[config.mk]
export PLATFORM = sky130hd
export DESIGN_NAME = afc_plane_unit
export DESIGN_NICKNAME = d
export VERILOG_FILES = /design/src/aabb_frustum_cull_macros.svh /design/src/afc_pkg.sv /design/src/afc_plane_unit.sv
export SDC_FILE = /design/constraint.sdc
export NUM_CORES = 2
export LEC_CHECK = 0
export BUFFER_PORTS_ARGS = -buffer_cell sky130_fd_sc_hd__buf_2
export CAP_MARGIN = 20
export CELL_PAD_IN_SITES_DETAIL_PLACEMENT = 1
export CELL_PAD_IN_SITES_GLOBAL_PLACEMENT = 1
export CORE_UTILIZATION = 32
export DETAILED_ROUTE_END_ITERATION = 6
export PLACE_DENSITY_LB_ADDON = 0.3
export SLEW_MARGIN = 15
export SYNTH_ARGS = -nofsm -noshare
export SYNTH_HDL_FRONTEND = slang
export SYNTH_SLANG_ARGS = --single-unit
[constraint.sdc]
create_clock -name clk -period 21 [get_ports clk]
set_input_delay 2.1 -clock clk [delete_from_list [all_inputs] [get_ports clk]]
set_output_delay 2.1 -clock clk [all_outputs]
set_load 0.02 [all_outputs]
[src/aabb_frustum_cull_macros.svh]
// Assertion macros shared by the box culling RTL.
// Included by the top level, the only module that carries concurrent assertions; no other dependencies.
`ifndef AABB_FRUSTUM_CULL_MACROS_SVH
`define AABB_FRUSTUM_CULL_MACROS_SVH

`ifndef ASSERT_OFF
// Checked only while reset is released.
`define AFC_ASSERT(lbl, clk, rstn, prop) \
  lbl: assert property (@(posedge clk) disable iff (!(rstn)) prop) \
    else $error("%m: assertion failed");
// Checked at every edge, reset included.
`define AFC_ASSERT_ALWAYS(lbl, clk, prop) \
  lbl: assert property (@(posedge clk) prop) \
    else $error("%m: assertion failed");
`else
`define AFC_ASSERT(lbl, clk, rstn, prop)
`define AFC_ASSERT_ALWAYS(lbl, clk, prop)
`endif

`endif

[src/afc_pkg.sv]
// Shared types and constants for the box versus frustum culling block.
// No dependencies; imported by afc_plane_unit and the top level, and referenced by afc_box_if.
package afc_pkg;

  localparam int PLANE_COUNT_DEF = 6;
  localparam int COORD_BITS_DEF  = 16;
  localparam int NUM_PLANE_REGS  = 6;
  localparam int PLANE_W         = 64;
  localparam int COMP_W          = 16;
  localparam int OFFSET_SHIFT    = 8;
  localparam int REG_IDX_W       = 3;
  localparam int CFG_ADDR_W      = 6;
  localparam int CFG_BYTE_SHIFT  = 3;

  typedef logic [PLANE_W-1:0] afc_plane_t;

  // Advance enables for the two stages held inside each plane unit.
  typedef struct packed {
    logic mul_en;
    logic sum_en;
  } afc_stage_ctrl_t;

endpackage

[src/afc_plane_unit.sv]
// One plane of the culling test: corner select, three products, then sum and sign.
// Depends on afc_pkg; pipeline enables come from the top level.
module afc_plane_unit #(
  parameter int COORD_BITS = afc_pkg::COORD_BITS_DEF
) (
  input  logic                         clk,
  input  afc_pkg::afc_stage_ctrl_t     ctrl,
  input  afc_pkg::afc_plane_t          plane,
  input  logic signed [COORD_BITS-1:0] lo_x,
  input  logic signed [COORD_BITS-1:0] lo_y,
  input  logic signed [COORD_BITS-1:0] lo_z,
  input  logic signed [COORD_BITS-1:0] hi_x,
  input  logic signed [COORD_BITS-1:0] hi_y,
  input  logic signed [COORD_BITS-1:0] hi_z,
  output logic                         neg
);
  import afc_pkg::*;

  localparam int PROD_W = COMP_W + COORD_BITS;
  localparam int SUM_W  = PROD_W + 2;

  logic signed [COMP_W-1:0]     nx, ny, nz, d;
  logic signed [COORD_BITS-1:0] cx, cy, cz;
  logic signed [PROD_W-1:0]     px, py, pz;
  logic signed [PROD_W-1:0]     px_r, py_r, pz_r;
  logic signed [COMP_W-1:0]     d_r;
  logic signed [SUM_W-1:0]      sum;
  logic                         neg_r;

  assign nx = plane[COMP_W-1:0];
  assign ny = plane[2*COMP_W-1:COMP_W];
  assign nz = plane[3*COMP_W-1:2*COMP_W];
  assign d  = plane[4*COMP_W-1:3*COMP_W];

  // Positive vertex: a non-negative normal component takes the max coordinate.
  assign cx = nx[COMP_W-1] ? lo_x : hi_x;
  assign cy = ny[COMP_W-1] ? lo_y : hi_y;
  assign cz = nz[COMP_W-1] ? lo_z : hi_z;

  assign px = PROD_W'(nx) * PROD_W'(cx);
  assign py = PROD_W'(ny) * PROD_W'(cy);
  assign pz = PROD_W'(nz) * PROD_W'(cz);

  always_ff @(posedge clk) begin
    if (ctrl.mul_en) begin
      px_r <= px;
      py_r <= py;
      pz_r <= pz;
      d_r  <= d;
    end
  end

  // The offset is Q8.8 and moves to Q16.16 to line up with the products.
  assign sum = SUM_W'(px_r) + SUM_W'(py_r) + SUM_W'(pz_r)
             + (SUM_W'(d_r) <<< OFFSET_SHIFT);

  always_ff @(posedge clk) begin
    if (ctrl.sum_en) begin
      neg_r <= sum[SUM_W-1];
    end
  end

  assign neg = neg_r;

endmodule

==> Word level (Yosys, flattened, before mapping) <==
Index checks and enable logic that the tools add are counted.
{ "word_totals": {"regBits": 113, "inputBits": 163, "elab_cells": 14} }
{ "op_classes": {"addsub": 3, "mux": 3, "n_mul": 3} }
{ "ops": {"columns": ["op", "n"], "rows": [
  ["multiplier 16 x 16 -> 32 bit", 3],
  ["two-way mux 16 bit", 3],
  ["adder 33 x 32 -> 34 bit", 1],
  ["adder 34 x 24 -> 34 bit", 1],
  ["adder 32 x 32 -> 33 bit", 1]
]} }

==> Logic depth before layout (Yosys ltp) <==
{ "depth": {"ltp_word": 3, "depth_mapped": 28, "depth_no_buf": 25} }

==> Worst setup path before layout <==
Ideal clock, no wire load.
{ "synth_timing": {"path_type": "input -> register", "start": "input port plane[31]", "end": "register py_r[25] (data pin)", "t_arrival_ns": 8.287, "path_slack_ns": 12.533, "required_ns": 20.820, "path_stages": 23, "cell_sequence": "clkbuf_1 -> clkbuf_1 -> nand2_1 -> inv_1 -> a21o_1 -> clkbuf_1 -> nand2_1 -> fa_1 -> fa_1 -> fa_1 -> fa_1 -> inv_1 -> fa_1 -> fa_1 -> ha_1 -> a21o_1 -> a2111oi_2 -> o31a_1 -> o21ai_1 -> and4_4 -> o21ai_2 -> or4b_1 -> o311ai_1"} }
{ "synth_via": {"elab_chain_len": 2} }
{ "synth_rtl": {"columns": ["item", "line", "source"], "rows": [
  ["from (decl)", "afc_plane_unit.sv:8", "input afc_pkg::afc_plane_t plane,"],
  ["two-way mux 16 bit", "afc_plane_unit.sv:37", "assign cy = ny[COMP_W-1] ? lo_y : hi_y;"],
  ["multiplier 16 x 16 -> 32 bit (*)", "afc_plane_unit.sv:41", "assign py = PROD_W'(ny) * PROD_W'(cy);"],
  ["via py[25]", "afc_plane_unit.sv:24", "logic signed [PROD_W-1:0] px, py, pz;"],
  ["to (signal assigned)", "afc_plane_unit.sv:47", "py_r <= py;"],
  ["to (decl)", "afc_plane_unit.sv:25", "logic signed [PROD_W-1:0] px_r, py_r, pz_r;"]
]} }
The timed path passes the listed nets; every way through them passes the cells marked *.
A chain may end at the register's enable or synchronous reset.

==> Worst setup path in the final report <==
{ "layout_timing": {"start": "input port plane[47]", "end": "register pz_r[30] (data pin)"} }
{ "layout_via": {"elab_chain_len": 2} }
{ "layout_rtl": {"columns": ["item", "line", "source"], "rows": [
  ["two-way mux 16 bit", "afc_plane_unit.sv:38", "assign cz = nz[COMP_W-1] ? lo_z : hi_z;"],
  ["multiplier 16 x 16 -> 32 bit (*)", "afc_plane_unit.sv:42", "assign pz = PROD_W'(nz) * PROD_W'(cz);"],
  ["via pz[30]", "afc_plane_unit.sv:24", null],
  ["to (signal assigned)", "afc_plane_unit.sv:48", "pz_r <= pz;"],
  ["to (decl)", "afc_plane_unit.sv:25", null]
]} }
Marked as above.

==> results.md <==
- Starting DRT DRC Count: between 800 and 900
- Final Max Slew Viols: 0
- Final setup fails: 0
- Vias in the first global route: roughly 28000
- Actual slew at the worst max-slew pin: 1.13 ns
- Core area: 109000 um2
- H-tree depth: 4
- Setup bufs post-CTS: 0
- Slew margin rel.: roughly a quarter
- Area grow syn2layout: 8.46%
- TritonCTS clock tree: yes
- Number of fill cells in the layout: 12600
- # IOs: 164
- Max clock buf depth: 2
- Pre-CTS WS: 11.85 ns
- Root Buffer Master: clkbuf_16
- CTS Sinks: ~110
- Setup crit start kind: input pin
- First-pass GRT wire length: 152000 um
- Sequential share of the synthesized area: 9.61%
- Setup CP Type: in -> reg
- Total gr overflow: 0
- Inst Count DP: 5121
- Largest stage delay, worst path: between 0.9 and 1 ns
- Post-Syn Instances: around 3600
- Number of max-cap violations: 0
- Final WS setup: 12.24 ns
- Die X-Extent: approximately 330 um
- Largest net degree at the start of global routing: 68
- Finished Layout Cells: 5153
- Initial Util: about a third
- Hold_buf cts: 0
- Clock-pin slew on the worst setup and hold paths: 0.06 ns
- Worst Path Required: 21.24 ns
- Period utilization: about two fifths
- Worst Hold Class: reg -> reg
- Worst setup EP type: register
- Crit-path most repeated cell: fa_1
- Nets@finish: just under 5000
- Critical Path Fanout Max: 20
- Fin. Hold Viols: 0
- Final GP Congestion: 0.816
- IO Port Bufs: 163
- Slowest-stage cell, CP: a21oi_2
- TNS Setup: 0 ns
- CTS Buf Count: 17
- Cts repair resizes: 0
- Sequence of cells on the critical path: buf_2 -> inv_1 -> a21oi_2 -> nor2b_1 -> fa_1 -> inv_1 -> fa_1 -> fa_1 -> inv_1 -> fa_1 -> fa_1 -> inv_1 -> fa_1 -> inv_1 -> ha_1 -> a2111oi_0 -> a21oi_1 -> a31oi_1 -> and2_1 -> o21ai_0 -> o311ai_1
- Hold Crit Depth: 5
- Routed WL per cell: approximately 18 um
- Flop2flop setup slack: 17.24 ns
- Drt total wl: 91700 um
- Hold_ws: 1.49 ns
- Layout cells sized above 1: 7.10%
- Final antenna-violating net count: 0
- Outcome: complete, no violations
- Chip Height: 334 um
- R2R depth: 11
- Asr flop ratio synth: 0%
- Synth Warn #: 0
- Synth Area per Inst: 9.89 um2
- Die ar.: 112000 um2
- Arrival time at the worst endpoint: 9.01 ns
- Clock Skews: 0.0138 ns
- EDFF count, synth: 113
- Antenna violations before repair: 2
- Reg-to-Reg End: neg
- Vias: 23900
- Post-layout minimum cycle time: 8.76 ns
- Prevailing post-synth register cell: edfxtp_1
- Detailed Place HPWL: 77300 um
- DR vias/cell: around 4.6
- Ant. Diodes: 0
- GRT Total Usage: 17.3%
- Worst hold path endpoint: neg
- Drt pass-1 iters: 5
- Min-delay src: px_r[30]
- Clk Latency, worst-skew pair: around 0.43 ns
- Max Clk Rate: 0.114 GHz
- Synth Cell Area: 35300 um2
- Synth Net Count: around 4900
- DRC: 0
- Unrepaired setup endpoints after global routing: false
- Synth cell types: 71
- # rows: 121
- Synthesis-stage register bit count: 113
- Reg2reg start: px_r[3]
[critical path: cells and delay by family]
kind / cells / cell delay (ns)
adder cells (fa/ha/maj): 7 / 3.43
AO/OA/AOI/OAI: 6 / 2.32
buffers and inverters: 6 / 0.78
AND/OR/NAND/NOR: 2 / 0.35
[through the flow]
step	utilization [%]	area [um2]
2_1_floorplan	-	35300
3_3_place_gp	34.6	37700
3_5_place_dp	34.6	37700
4_1_cts	35.1	38300
5_1_grt	35.1	38300
6_report	35.1	38300
[cell families after synthesis]
family | after synthesis | share of synthesized area [%]
XOR/XNOR | 106 | 2.63
flip-flops | 113 | 9.61
adder cells (fa/ha/maj) | 1125 | 57.8
AND/OR/NAND/NOR | 926 | 13.3
buffers and inverters | 991 | 10.5
AO/OA/AOI/OAI | 306 | 5.98
multiplexers | 4 | 0.113
[registers in the layout (all words and copies together) (netlist names)]
| name | count |
|---|---|
| d_r | 16 |
| pz_r | 32 |
| neg | 1 |
| px_r | 32 |
| py_r | 32 |
[metal layers]
layer,track usage (%),vias up,wire [um],part of all wire [%]
li1,-,10800,-,-
met4,2.80,2,1260,1.4
met2,31.0,260,47500,52
met1,23.1,12700,41300,45
met3,1.24,70,1610,1.8
met5,0,-,13,0.014
[placed cells by master (no fill, tap or decap), types with 10 or more instances in the layout]
cell type / count
o21ai_0: 33
inv_1: 883
clkbuf_16: 17
nor2b_1: 216
nand2_1: 352
edfxtp_1: 113
buf_4: 20
or2_2: 20
buf_2: 162
nor2_1: 78
o21a_1: 10
a21oi_1: 85
nor3_1: 12
xnor2_1: 86
and2_1: 176
ha_1: 283
a21o_1: 62
o21bai_1: 18
fa_1: 842
xor2_1: 20
nand2b_1: 25
nand3_1: 16
a31oi_1: 10
[area by class of cell]
| class | instances | area (um2) | area share, % |
|---|---|---|---|
| Inverter | 883 | 3310 | 8.66 |
| Multi-Input combinational cell | 2467 | 28200 | 73.7 |
| Tap cell | 1476 | 1850 | 4.82 |
| Clock buffer | 18 | 429 | 1.12 |
| Clock inverter | 14 | 135 | 0.353 |
| Sequential cell | 113 | 3390 | 8.86 |
| Timing Repair Buffer | 182 | 961 | 2.51 |
[Yosys cell counts, drive strengths merged, types with 62 or more instances]
library cell  count  area share, %
nand2           352            3.7
nor2             79           0.86
inv             883            9.4
edfxtp          113            9.6
and2            176            3.1
a21o             62            1.3
fa              842             48
nor2b           216            3.8
a21oi            94            1.4
clkbuf          106            1.1
ha              283             10
xnor2            86            2.1
[how the worst max path moves through the flow]
| stage | start | to | slack [ns] | depth (start not counted) |
|---|---|---|---|---|
| floorplan | plane[31] | py_r[25] | 12.53 | 23 |
| global placement | plane[31] | py_r[31] | 11.98 | 22 |
| detailed placement | plane[31] | py_r[31] | 11.85 | 22 |
| CTS | plane[31] | py_r[31] | 12.31 | 22 |
| global route | plane[47] | pz_r[30] | 11.73 | 21 |
| finish | plane[47] | pz_r[30] | 12.24 | 21 |
Power is left out: the tool's default activity adds up to more than one toggle a clock period on the data nets, which glitch-free logic cannot reach.
